===== src/design/gsq_pkg.sv =====
// gsq_pkg: shared types and constants for the gate sensor qualifier
`default_nettype none
package gsq_pkg;

    // tick kinds
    localparam logic OP_FAST = 1'b0;
    localparam logic OP_SLOW = 1'b1;

    // configuration register indexes
    typedef enum logic [2:0] {
        REG_GROUND_THRESHOLD = 3'd0,
        REG_AIR_THRESHOLD    = 3'd1,
        REG_CLOSE_DELAY      = 3'd2,
        REG_REMOTE_HOLD      = 3'd3,
        REG_LIMIT_HOLD       = 3'd4,
        REG_LOG_PERIOD       = 3'd5,
        REG_LIGHT_PERIOD     = 3'd6
    } reg_index_t;

    localparam int CFG_INDEX_W = 3;
    localparam int CFG_DATA_W  = 16;
    localparam int WIDE_CNT_W  = 17;
    localparam int NARROW_CNT_W = 9;

    // reset values of the configuration registers
    localparam logic [15:0] GROUND_THRESHOLD_RST = 16'd100;
    localparam logic [15:0] AIR_THRESHOLD_RST    = 16'd5;
    localparam logic [15:0] CLOSE_DELAY_RST      = 16'd25000;
    localparam logic [7:0]  REMOTE_HOLD_RST      = 8'd20;
    localparam logic [7:0]  LIMIT_HOLD_RST       = 8'd10;
    localparam logic [15:0] LOG_PERIOD_RST       = 16'd10000;
    localparam logic [15:0] LIGHT_PERIOD_RST     = 16'd200;

    typedef struct packed {
        logic [15:0] ground_threshold;
        logic [15:0] air_threshold;
        logic [15:0] close_delay;
        logic [7:0]  remote_hold;
        logic [7:0]  limit_hold;
        logic [15:0] log_period;
        logic [15:0] light_period;
    } cfg_t;

    typedef struct packed {
        logic op;
        logic remote_pin;
        logic horizontal_pin;
        logic vertical_pin;
        logic ground_pin;
        logic air_pin;
    } item_t;

    typedef struct packed {
        logic remote_open;
        logic horizontal_reached;
        logic vertical_reached;
        logic run_dir;
        logic motor_stop;
        logic reached_top;
        logic ground_present;
        logic car_entered;
        logic entry_timeout;
        logic air_detected;
        logic log_due;
        logic light_due;
    } result_t;

endpackage
`default_nettype wire


===== src/design/gsq_core.sv =====
// gsq_core: qualifier state and the per-tick update logic
`default_nettype none
module gsq_core (
    input  wire                logic clk,
    input  wire                logic rst_n,
    input  wire                logic step,
    input  wire gsq_pkg::item_t      item,
    input  wire gsq_pkg::cfg_t       cfg,
    output gsq_pkg::result_t         result
);
    import gsq_pkg::*;

    logic remote_last_reg, remote_last_next;
    logic remote_armed_reg, remote_armed_next;
    logic remote_flag_reg, remote_flag_next;
    logic [NARROW_CNT_W-1:0] remote_count_reg, remote_count_next;
    logic hor_last_reg, hor_last_next;
    logic [NARROW_CNT_W-1:0] hor_count_reg, hor_count_next;
    logic hor_state_reg, hor_state_next;
    logic ver_last_reg, ver_last_next;
    logic [NARROW_CNT_W-1:0] ver_count_reg, ver_count_next;
    logic ver_state_reg, ver_state_next;
    logic direction_reg, direction_next;
    logic ground_last_reg, ground_last_next;
    logic [WIDE_CNT_W-1:0] ground_count_reg, ground_count_next;
    logic ground_checked_reg, ground_checked_next;
    logic close_pending_reg, close_pending_next;
    logic [WIDE_CNT_W-1:0] close_count_reg, close_count_next;
    logic air_last_reg, air_last_next;
    logic [WIDE_CNT_W-1:0] air_count_reg, air_count_next;
    logic air_checked_reg, air_checked_next;
    logic [WIDE_CNT_W-1:0] log_count_reg, log_count_next;
    logic [WIDE_CNT_W-1:0] light_count_reg, light_count_next;

    logic [NARROW_CNT_W-1:0] remote_inc, hor_inc, ver_inc;
    logic [WIDE_CNT_W-1:0] ground_inc, close_inc, air_inc, log_inc, light_inc;
    logic stop, top, entered, timeout, log_hit, light_hit;

    assign remote_inc = remote_count_reg + NARROW_CNT_W'(1);
    assign hor_inc    = hor_count_reg + NARROW_CNT_W'(1);
    assign ver_inc    = ver_count_reg + NARROW_CNT_W'(1);
    assign ground_inc = ground_count_reg + WIDE_CNT_W'(1);
    assign close_inc  = close_count_reg + WIDE_CNT_W'(1);
    assign air_inc    = air_count_reg + WIDE_CNT_W'(1);
    assign log_inc    = log_count_reg + WIDE_CNT_W'(1);
    assign light_inc  = light_count_reg + WIDE_CNT_W'(1);

    always_comb
    begin
        remote_last_next    = remote_last_reg;
        remote_armed_next   = remote_armed_reg;
        remote_flag_next    = remote_flag_reg;
        remote_count_next   = remote_count_reg;
        hor_last_next       = hor_last_reg;
        hor_count_next      = hor_count_reg;
        hor_state_next      = hor_state_reg;
        ver_last_next       = ver_last_reg;
        ver_count_next      = ver_count_reg;
        ver_state_next      = ver_state_reg;
        direction_next      = direction_reg;
        ground_last_next    = ground_last_reg;
        ground_count_next   = ground_count_reg;
        ground_checked_next = ground_checked_reg;
        close_pending_next  = close_pending_reg;
        close_count_next    = close_count_reg;
        air_last_next       = air_last_reg;
        air_count_next      = air_count_reg;
        air_checked_next    = air_checked_reg;
        log_count_next      = log_count_reg;
        light_count_next    = light_count_reg;
        stop      = 1'b0;
        top       = 1'b0;
        entered   = 1'b0;
        timeout   = 1'b0;
        log_hit   = 1'b0;
        light_hit = 1'b0;

        if (item.op == OP_FAST)
        begin
            // remote button: count only while armed, release keeps the count
            if (!item.remote_pin && !remote_last_reg)
            begin
                if (remote_armed_reg)
                begin
                    if (remote_inc > {1'b0, cfg.remote_hold})
                    begin
                        remote_flag_next  = !remote_flag_reg;
                        remote_count_next = '0;
                        remote_armed_next = 1'b0;
                    end
                    else
                    begin
                        remote_count_next = remote_inc;
                    end
                end
            end
            else
            begin
                remote_armed_next = 1'b1;
            end
            remote_last_next = item.remote_pin;

            // horizontal limit
            if (!item.horizontal_pin && !hor_last_reg)
            begin
                if (hor_inc > {1'b0, cfg.limit_hold})
                begin
                    hor_state_next = 1'b1;
                    hor_count_next = '0;
                    if (direction_reg)
                    begin
                        direction_next = 1'b0;
                        stop = 1'b1;
                    end
                end
                else
                begin
                    hor_count_next = hor_inc;
                end
            end
            else
            begin
                hor_state_next = 1'b0;
                hor_count_next = '0;
            end
            hor_last_next = item.horizontal_pin;

            // vertical limit sees the direction after the horizontal check
            if (!item.vertical_pin && !ver_last_reg)
            begin
                if (ver_inc > {1'b0, cfg.limit_hold})
                begin
                    ver_state_next = 1'b1;
                    ver_count_next = '0;
                    if (!direction_next)
                    begin
                        direction_next     = 1'b1;
                        stop               = 1'b1;
                        top                = 1'b1;
                        close_pending_next = 1'b1;
                    end
                end
                else
                begin
                    ver_count_next = ver_inc;
                end
            end
            else
            begin
                ver_state_next = 1'b0;
                ver_count_next = '0;
            end
            ver_last_next = item.vertical_pin;
        end
        else
        begin
            // vehicle loop
            if (!item.ground_pin && !ground_last_reg)
            begin
                if (!ground_checked_reg)
                begin
                    if (ground_inc > {1'b0, cfg.ground_threshold})
                    begin
                        ground_checked_next = 1'b1;
                        ground_count_next   = '0;
                    end
                    else
                    begin
                        ground_count_next = ground_inc;
                    end
                end
            end
            else
            begin
                if (ground_checked_reg)
                begin
                    close_pending_next = 1'b0;
                    entered            = 1'b1;
                end
                ground_checked_next = 1'b0;
                ground_count_next   = '0;
            end
            ground_last_next = item.ground_pin;

            // close delay, already cancelled if the vehicle just left
            if (close_pending_next)
            begin
                if (close_inc > {1'b0, cfg.close_delay})
                begin
                    close_pending_next = 1'b0;
                    close_count_next   = '0;
                    timeout            = 1'b1;
                end
                else
                begin
                    close_count_next = close_inc;
                end
            end
            else
            begin
                close_count_next = '0;
            end

            // air sensor
            if (!item.air_pin && !air_last_reg)
            begin
                if (!air_checked_reg)
                begin
                    if (air_inc > {1'b0, cfg.air_threshold})
                    begin
                        air_checked_next = 1'b1;
                        air_count_next   = '0;
                    end
                    else
                    begin
                        air_count_next = air_inc;
                    end
                end
            end
            else
            begin
                air_checked_next = 1'b0;
                air_count_next   = '0;
            end
            air_last_next = item.air_pin;

            if (log_inc > {1'b0, cfg.log_period})
            begin
                log_hit        = 1'b1;
                log_count_next = '0;
            end
            else
            begin
                log_count_next = log_inc;
            end

            if (light_inc > {1'b0, cfg.light_period})
            begin
                light_hit        = 1'b1;
                light_count_next = '0;
            end
            else
            begin
                light_count_next = light_inc;
            end
        end
    end

    always_ff @(posedge clk or negedge rst_n)
    begin
        if (!rst_n)
        begin
            remote_last_reg    <= 1'b0;
            remote_armed_reg   <= 1'b0;
            remote_flag_reg    <= 1'b0;
            remote_count_reg   <= '0;
            hor_last_reg       <= 1'b0;
            hor_count_reg      <= '0;
            hor_state_reg      <= 1'b0;
            ver_last_reg       <= 1'b0;
            ver_count_reg      <= '0;
            ver_state_reg      <= 1'b0;
            direction_reg      <= 1'b0;
            ground_last_reg    <= 1'b0;
            ground_count_reg   <= '0;
            ground_checked_reg <= 1'b0;
            close_pending_reg  <= 1'b0;
            close_count_reg    <= '0;
            air_last_reg       <= 1'b0;
            air_count_reg      <= '0;
            air_checked_reg    <= 1'b0;
            log_count_reg      <= '0;
            light_count_reg    <= '0;
        end
        else if (step)
        begin
            remote_last_reg    <= remote_last_next;
            remote_armed_reg   <= remote_armed_next;
            remote_flag_reg    <= remote_flag_next;
            remote_count_reg   <= remote_count_next;
            hor_last_reg       <= hor_last_next;
            hor_count_reg      <= hor_count_next;
            hor_state_reg      <= hor_state_next;
            ver_last_reg       <= ver_last_next;
            ver_count_reg      <= ver_count_next;
            ver_state_reg      <= ver_state_next;
            direction_reg      <= direction_next;
            ground_last_reg    <= ground_last_next;
            ground_count_reg   <= ground_count_next;
            ground_checked_reg <= ground_checked_next;
            close_pending_reg  <= close_pending_next;
            close_count_reg    <= close_count_next;
            air_last_reg       <= air_last_next;
            air_count_reg      <= air_count_next;
            air_checked_reg    <= air_checked_next;
            log_count_reg      <= log_count_next;
            light_count_reg    <= light_count_next;
        end
    end

    always_comb
    begin
        result.remote_open        = remote_flag_next;
        result.horizontal_reached = hor_state_next;
        result.vertical_reached   = ver_state_next;
        result.run_dir            = direction_next;
        result.motor_stop         = stop;
        result.reached_top        = top;
        result.ground_present     = ground_checked_next;
        result.car_entered        = entered;
        result.entry_timeout      = timeout;
        result.air_detected       = air_checked_next;
        result.log_due            = log_hit;
        result.light_due          = light_hit;
    end

    // a pending close only exists once the arm has turned down at the top
    a_pending_dir: assert property (@(posedge clk) disable iff (!rst_n)
        (step && top) |=> (close_pending_reg && direction_reg))
        else $error("close delay not started at top arrival");

    // a qualified count always restarts from zero
    a_hor_restart: assert property (@(posedge clk) disable iff (!rst_n)
        (step && hor_state_next && !hor_state_reg) |=> (hor_count_reg == '0))
        else $error("horizontal count not cleared on qualify");

    a_remote_disarm: assert property (@(posedge clk) disable iff (!rst_n)
        (step && (remote_flag_next != remote_flag_reg)) |=> !remote_armed_reg)
        else $error("remote still armed after toggle");

endmodule
`default_nettype wire


===== src/design/gate_sensor_qualifier.sv =====
// gate_sensor_qualifier: top level with handshake stages and configuration registers
//
//  channel  direction  handshake            payload
//  in       input      in_valid / in_ready  op, five sensor pins
//  out      output     out_valid/out_ready  twelve status and pulse flags
//  cfg      input      cfg_we               cfg_index, cfg_data (no read-back)
//
// one request per cycle sustained while the output is not stalled; a request passes
// via the input register, then the update logic in gsq_core into the result register
// reset clears all qualifier state and loads the default register values
// a stalled output holds the input register; in_ready drops only when both are full
`default_nettype none
module gate_sensor_qualifier (
    input  wire logic                             clk,
    input  wire logic                             rst_n,
    input  wire logic                             cfg_we,
    input  wire logic [gsq_pkg::CFG_INDEX_W-1:0]  cfg_index,
    input  wire logic [gsq_pkg::CFG_DATA_W-1:0]   cfg_data,
    input  wire logic                             in_valid,
    output      logic                             in_ready,
    input  wire logic                             op,
    input  wire logic                             remote_pin,
    input  wire logic                             horizontal_pin,
    input  wire logic                             vertical_pin,
    input  wire logic                             ground_pin,
    input  wire logic                             air_pin,
    output      logic                             out_valid,
    input  wire logic                             out_ready,
    output      logic                             remote_open,
    output      logic                             horizontal_reached,
    output      logic                             vertical_reached,
    output      logic                             run_dir,
    output      logic                             motor_stop,
    output      logic                             reached_top,
    output      logic                             ground_present,
    output      logic                             car_entered,
    output      logic                             entry_timeout,
    output      logic                             air_detected,
    output      logic                             log_due,
    output      logic                             light_due
);
    import gsq_pkg::*;

    cfg_t    cfg_reg;
    item_t   item_reg;
    logic    item_vld_reg;
    result_t res_reg;
    logic    res_vld_reg;
    result_t res_next;
    logic    advance;
    logic    in_take;

    assign advance  = item_vld_reg && (!res_vld_reg || out_ready);
    assign in_ready = !item_vld_reg || advance;
    assign in_take  = in_valid && in_ready;

    always_ff @(posedge clk or negedge rst_n)
    begin
        if (!rst_n)
        begin
            cfg_reg.ground_threshold <= GROUND_THRESHOLD_RST;
            cfg_reg.air_threshold    <= AIR_THRESHOLD_RST;
            cfg_reg.close_delay      <= CLOSE_DELAY_RST;
            cfg_reg.remote_hold      <= REMOTE_HOLD_RST;
            cfg_reg.limit_hold       <= LIMIT_HOLD_RST;
            cfg_reg.log_period       <= LOG_PERIOD_RST;
            cfg_reg.light_period     <= LIGHT_PERIOD_RST;
        end
        else if (cfg_we)
        begin
            case (reg_index_t'(cfg_index))
                REG_GROUND_THRESHOLD: cfg_reg.ground_threshold <= cfg_data;
                REG_AIR_THRESHOLD:    cfg_reg.air_threshold    <= cfg_data;
                REG_CLOSE_DELAY:      cfg_reg.close_delay      <= cfg_data;
                REG_REMOTE_HOLD:      cfg_reg.remote_hold      <= cfg_data[7:0];
                REG_LIMIT_HOLD:       cfg_reg.limit_hold       <= cfg_data[7:0];
                REG_LOG_PERIOD:       cfg_reg.log_period       <= cfg_data;
                REG_LIGHT_PERIOD:     cfg_reg.light_period     <= cfg_data;
                default: ;
            endcase
        end
    end

    always_ff @(posedge clk or negedge rst_n)
    begin
        if (!rst_n)
        begin
            item_vld_reg <= 1'b0;
            res_vld_reg  <= 1'b0;
        end
        else
        begin
            if (in_take)
            begin
                item_vld_reg <= 1'b1;
            end
            else if (advance)
            begin
                item_vld_reg <= 1'b0;
            end
            if (advance)
            begin
                res_vld_reg <= 1'b1;
            end
            else if (out_ready)
            begin
                res_vld_reg <= 1'b0;
            end
        end
    end

    always_ff @(posedge clk)
    begin
        if (in_take)
        begin
            item_reg <= '{op: op, remote_pin: remote_pin,
                          horizontal_pin: horizontal_pin, vertical_pin: vertical_pin,
                          ground_pin: ground_pin, air_pin: air_pin};
        end
        if (advance)
        begin
            res_reg <= res_next;
        end
    end

    gsq_core u_core (
        .clk    (clk),
        .rst_n  (rst_n),
        .step   (advance),
        .item   (item_reg),
        .cfg    (cfg_reg),
        .result (res_next)
    );

    assign out_valid          = res_vld_reg;
    assign remote_open        = res_reg.remote_open;
    assign horizontal_reached = res_reg.horizontal_reached;
    assign vertical_reached   = res_reg.vertical_reached;
    assign run_dir            = res_reg.run_dir;
    assign motor_stop         = res_reg.motor_stop;
    assign reached_top        = res_reg.reached_top;
    assign ground_present     = res_reg.ground_present;
    assign car_entered        = res_reg.car_entered;
    assign entry_timeout      = res_reg.entry_timeout;
    assign air_detected       = res_reg.air_detected;
    assign log_due            = res_reg.log_due;
    assign light_due          = res_reg.light_due;

    // both stages full and output stalled: no new request may enter
    a_full_stall: assert property (@(posedge clk) disable iff (!rst_n)
        (item_vld_reg && res_vld_reg && !out_ready) |-> !in_ready)
        else $error("request accepted while pipeline is full");

    // top arrival always turns the arm down and stops the motor
    a_top_stop: assert property (@(posedge clk) disable iff (!rst_n)
        (out_valid && reached_top) |-> (motor_stop && run_dir))
        else $error("top arrival without stop or direction change");

    // fast and slow pulses never share a result
    a_pulse_kind: assert property (@(posedge clk) disable iff (!rst_n)
        (out_valid && motor_stop) |->
            !(log_due || light_due || car_entered || entry_timeout))
        else $error("fast and slow pulses in one result");

    a_entered_gone: assert property (@(posedge clk) disable iff (!rst_n)
        (out_valid && car_entered) |-> !ground_present)
        else $error("vehicle still present when reported entered");

endmodule
`default_nettype wire


===== config.mk =====
export PLATFORM = sky130hd
export DESIGN_NAME = gate_sensor_qualifier
export DESIGN_NICKNAME = d
export VERILOG_FILES = /design/src/design/gsq_pkg.sv /design/src/design/gsq_core.sv /design/src/design/gate_sensor_qualifier.sv
export SDC_FILE = /design/constraint.sdc
export NUM_CORES = 1
export LEC_CHECK = 0
export ABC_AREA = 1
export BUFFER_PORTS_ARGS = -buffer_cell sky130_fd_sc_hd__buf_2
export CAP_MARGIN = 20
export CORE_MARGIN = 2
export CORE_UTILIZATION = 60
export DETAILED_ROUTE_END_ITERATION = 7
export PLACE_DENSITY = 0.77
export SYNTH_ARGS = -nofsm -noshare
export SYNTH_HDL_FRONTEND = slang
export SYNTH_HIERARCHICAL = 1
export SYNTH_SLANG_ARGS = --single-unit

===== constraint.sdc =====
create_clock -name clk -period 8.48 [get_ports clk]
set_input_delay 1.272 -clock clk [delete_from_list [all_inputs] [get_ports clk]]
set_output_delay 1.272 -clock clk [all_outputs]
set_load 0.05 [all_outputs]

==> impl_metrics.yaml <==
placed_design:
  gp_congestion: 0.835
  hpwlAfterDp_mm: 24.6
  pre_cts_slack_ns: 4.68
  detailed_place.area_um2: 15200
  io_buffer_count: 43
finish:
  largest_register_ffs: 96
  layout.cells.most_common: "nand2_1"
  fillCellCount: 2020
  post_route_cells_drive_above_1_share: 0.114
  final_design_area_no_fill_um2: 16200
  antenna_cells_inserted: 0
  layout.cells.most_common_list: "541 x nand2_1, 283 x inv_1, 200 x dfrtp_1"
  final-seq-area_um2: 6150
  layout-area-overhead-vs-synth_pct: 9.08
  nNetsFinal: 2040
  multiInputGateArea_um2: 7240
grt:
  grt-ovfl-total: 0
  grt_first_pass_wirelength_mm: 57.5
  vias_in_the_first_global_route: 11700
  antenna_found_initial: 0
  largest_net_degree_at_the_start_of_global_routing: 84
  aggregate_global_route_resource_usage: 0.270
worst_setup_path:
  critical_path_arrival_ns: 3.84
  setup.worst_path.start_class: "register"
  worstPathCellList: "ha_1 > nand2_1 > nor2_1 > nand2_1 > nor2_1 > nand3_1 > nor3_1 > xor2_1 > inv_1 > ha_1 > a21o_1 > a21oi_1 > nand2_1 > nand2_1 > nand4_1 > o22ai_1"
  cp.required_ns: 8.91
  ff2ff_setup_slack_ns: 5.07
  slowest_stage_cell_on_the_critical_path: "dfrtp_1"
  worst-setup-path-type: "reg2reg"
  cp-end-kind: "register"
  cp_common_cell: "nand2_1"
  slowest_delay_ns: 0.44
  cp_max_fo: 11
timing:
  setup_total_negative_slack_ns: 0
  slew_headroom: 0.457
  worstMarginPinSlew_ns: 0.815
  grt_setup_unrepaired: "no"
  post-route-min-period_ns: 3.41
  finClkSkew_ns: 0.0101
  final_critical_path_setup_slack_ns: 5.07
  fin_crit_sh: 0.402
  hold_violations: 0
  max_clock_freq_ghz: 0.293
  final-setup-viol-count: 0
  final_max_slew_viol_count: 0
route:
  vias: 12100
  dr.pass1.iters: 6
  routed_wirelength_mm: 34.7
  detail_route.iter0.violations: 1006
  post_drt_via_cell_ratio: 5.40
  drtAntennaViolNets: 0
  drt_drc_violations_left: 0
  wl_per_cell_um: 15.5
synthesis:
  syn-cell-area_um2: 14800
  synthesis.instances: 1870
  synth_fp_nets: 2012
  synth_flop_cell: "dfrtp_1"
  async_reset_ff_frac: 0.925
  synth_seq_cells: 241
  yosysWarningCount: 6
  synth.lib_cells_used.distinct: 52
  yosysSeqAreaShare: 0.415
  count_of_flip_flops_with_a_built_in_enable_after_synthesis: 18
  synth.avg_cell_area_um2: 7.93
cts:
  tritoncts.num_buffers: 27
  ctsHtreeMaxLevel: 1
  tritoncts: "done"
  worst_setup_hold_path_clk_slew_ns: 0.06
  clock_sinks: 241
  clockBufferDepth: 3
  postCtsHoldBufs: 0
  clock_insertion_delay_worst_skew_ns: 0.54
  cts-root-buf: "clkbuf_16"
  cts_post_setup_buffers_inserted: 0
  resized_gates_after_cts: 0
die:
  floorplan_core_area_um2: 24300
  die_h_um: 161
  floorplan.initialDensity: 0.610
  dieArea_um2: 26000
  chip_width_um: 161
  top_level_pins: 44
  placement_rows: 57
pwr:
  cellLeakagePower_nw: 8.48
  power.density_nw_per_um2: 232
  max_rail_drop_vdd_mv: 0.160
worst_hold_path:
  hold_class: "reg2reg"
status:
  outcome: "finished clean"
flow_run:
  max_cap_violations: 0
-- layout make-up --
class / instances / area share
multi-input combinational: 1283 / 0.448
inverter: 292 / 0.0678
clock inverter: 14 / 0.0129
sequential: 241 / 0.380
tap: 324 / 0.0251
timing repair buffer: 53 / 0.0198
clock buffer: 35 / 0.0467
-- metrics by stage --
stage | util | total power, W | cells | hold slack, ns
after CTS | 0.664 | 0.00376 | 2241 | 0.464
final | 0.665 | 0.00375 | 2242 | 0.464
after floorplan | - | 0.00222 | 1870 | 0.442
after detailed placement | 0.624 | 0.00248 | 2192 | 0.454
after global placement | 0.624 | 0.00243 | 2192 | 0.452
after global routing | 0.665 | 0.00396 | 2242 | 0.482
-- kinds of logic after synthesis --
group	after synthesis	synth area share
fa+ha+maj	112	0.0945
xor+xnor	70	0.0419
mux	2	0.00135
flops	241	0.415
simple gates	910	0.275
buf+inv	346	0.0974
compound gates	189	0.0748
-- layer usage --
| metal | vias up | share of wire | routed length [um] | track usage |
|---|---|---|---|---|
| met5 | - | 0 | 0 | 0 |
| met4 | 0 | 0.031 | 1080 | 0.0800 |
| li1 | 6025 | - | - | - |
| met1 | 5722 | 0.44 | 15100 | 0.359 |
| met2 | 290 | 0.49 | 16900 | 0.473 |
| met3 | 75 | 0.046 | 1610 | 0.0270 |
-- worst max-delay path: cells and delay by family, from the launching register on --
kind	cells	cell delay (ns)
simple gates	9	1.48
compound gates	3	0.61
fa+ha+maj	2	0.51
flops	1	0.44
xor+xnor	1	0.19
buf+inv	1	0.09
-- worst paths after layout --
path	from	end	cells past startpoint
min in group asynchronous	rst_n	u_core/ground_count_reg[6]	1
worst max register to register	u_core/air_count_reg[0]	u_core/air_count_reg[8]	16
worst max-delay path	u_core/air_count_reg[0]	u_core/air_count_reg[8]	16
worst min register to register	cfg_reg[86]	cfg_reg[86]	2
worst min-delay path	cfg_reg[86]	cfg_reg[86]	2
max in group asynchronous	rst_n	u_core/light_count_reg[9]	2
-- power by group --
part	internal, W	switching (W)
sequential	0.00136	0.000141
combinational	0.000335	0.000645
clock	0.000779	0.000483
total	0.00248	0.00127
-- synth_stat cells (3+ instances only) --
library cell    n  area (um^2)
buf_2          11         55.1
ha_1          112         1400
nor2_2         17          106
inv_2           6         22.5
o21bai_1        3         22.5
nand4_1        37          231
buf_4          18          135
nor4_1          6         37.5
o21ai_1        15         75.1
nor3_1         19         95.1
nand2_1       541         2030
dfrtp_1       200         5000
xnor2_1         4         35.0
o22ai_1        24          150
o211ai_1        5         37.5
edfxtp_1       18          541
nand3_1       132          661
inv_1         283         1060
a21oi_1        45          225
o21ai_2        11         96.3
clkinv_1        3         11.3
nand2_2        28          175
buf_6           7         78.8
o21ai_0        61          305
nand3_2         9         90.1
o32ai_1         4         35.0
a21o_1          3         22.5
nor2_1         90          338
nor2_4          6         67.6
clkbuf_1       17         63.8
a211oi_1        6         45.0
nand2_4         6         67.6
nor3_2          3         30.0
dfstp_2        23          604
nand3b_1        3         22.5
o31ai_1         5         37.5
o21a_1          3         22.5
xor2_1         65          569
No activity file was read; power rests on OpenSTA's default activity.
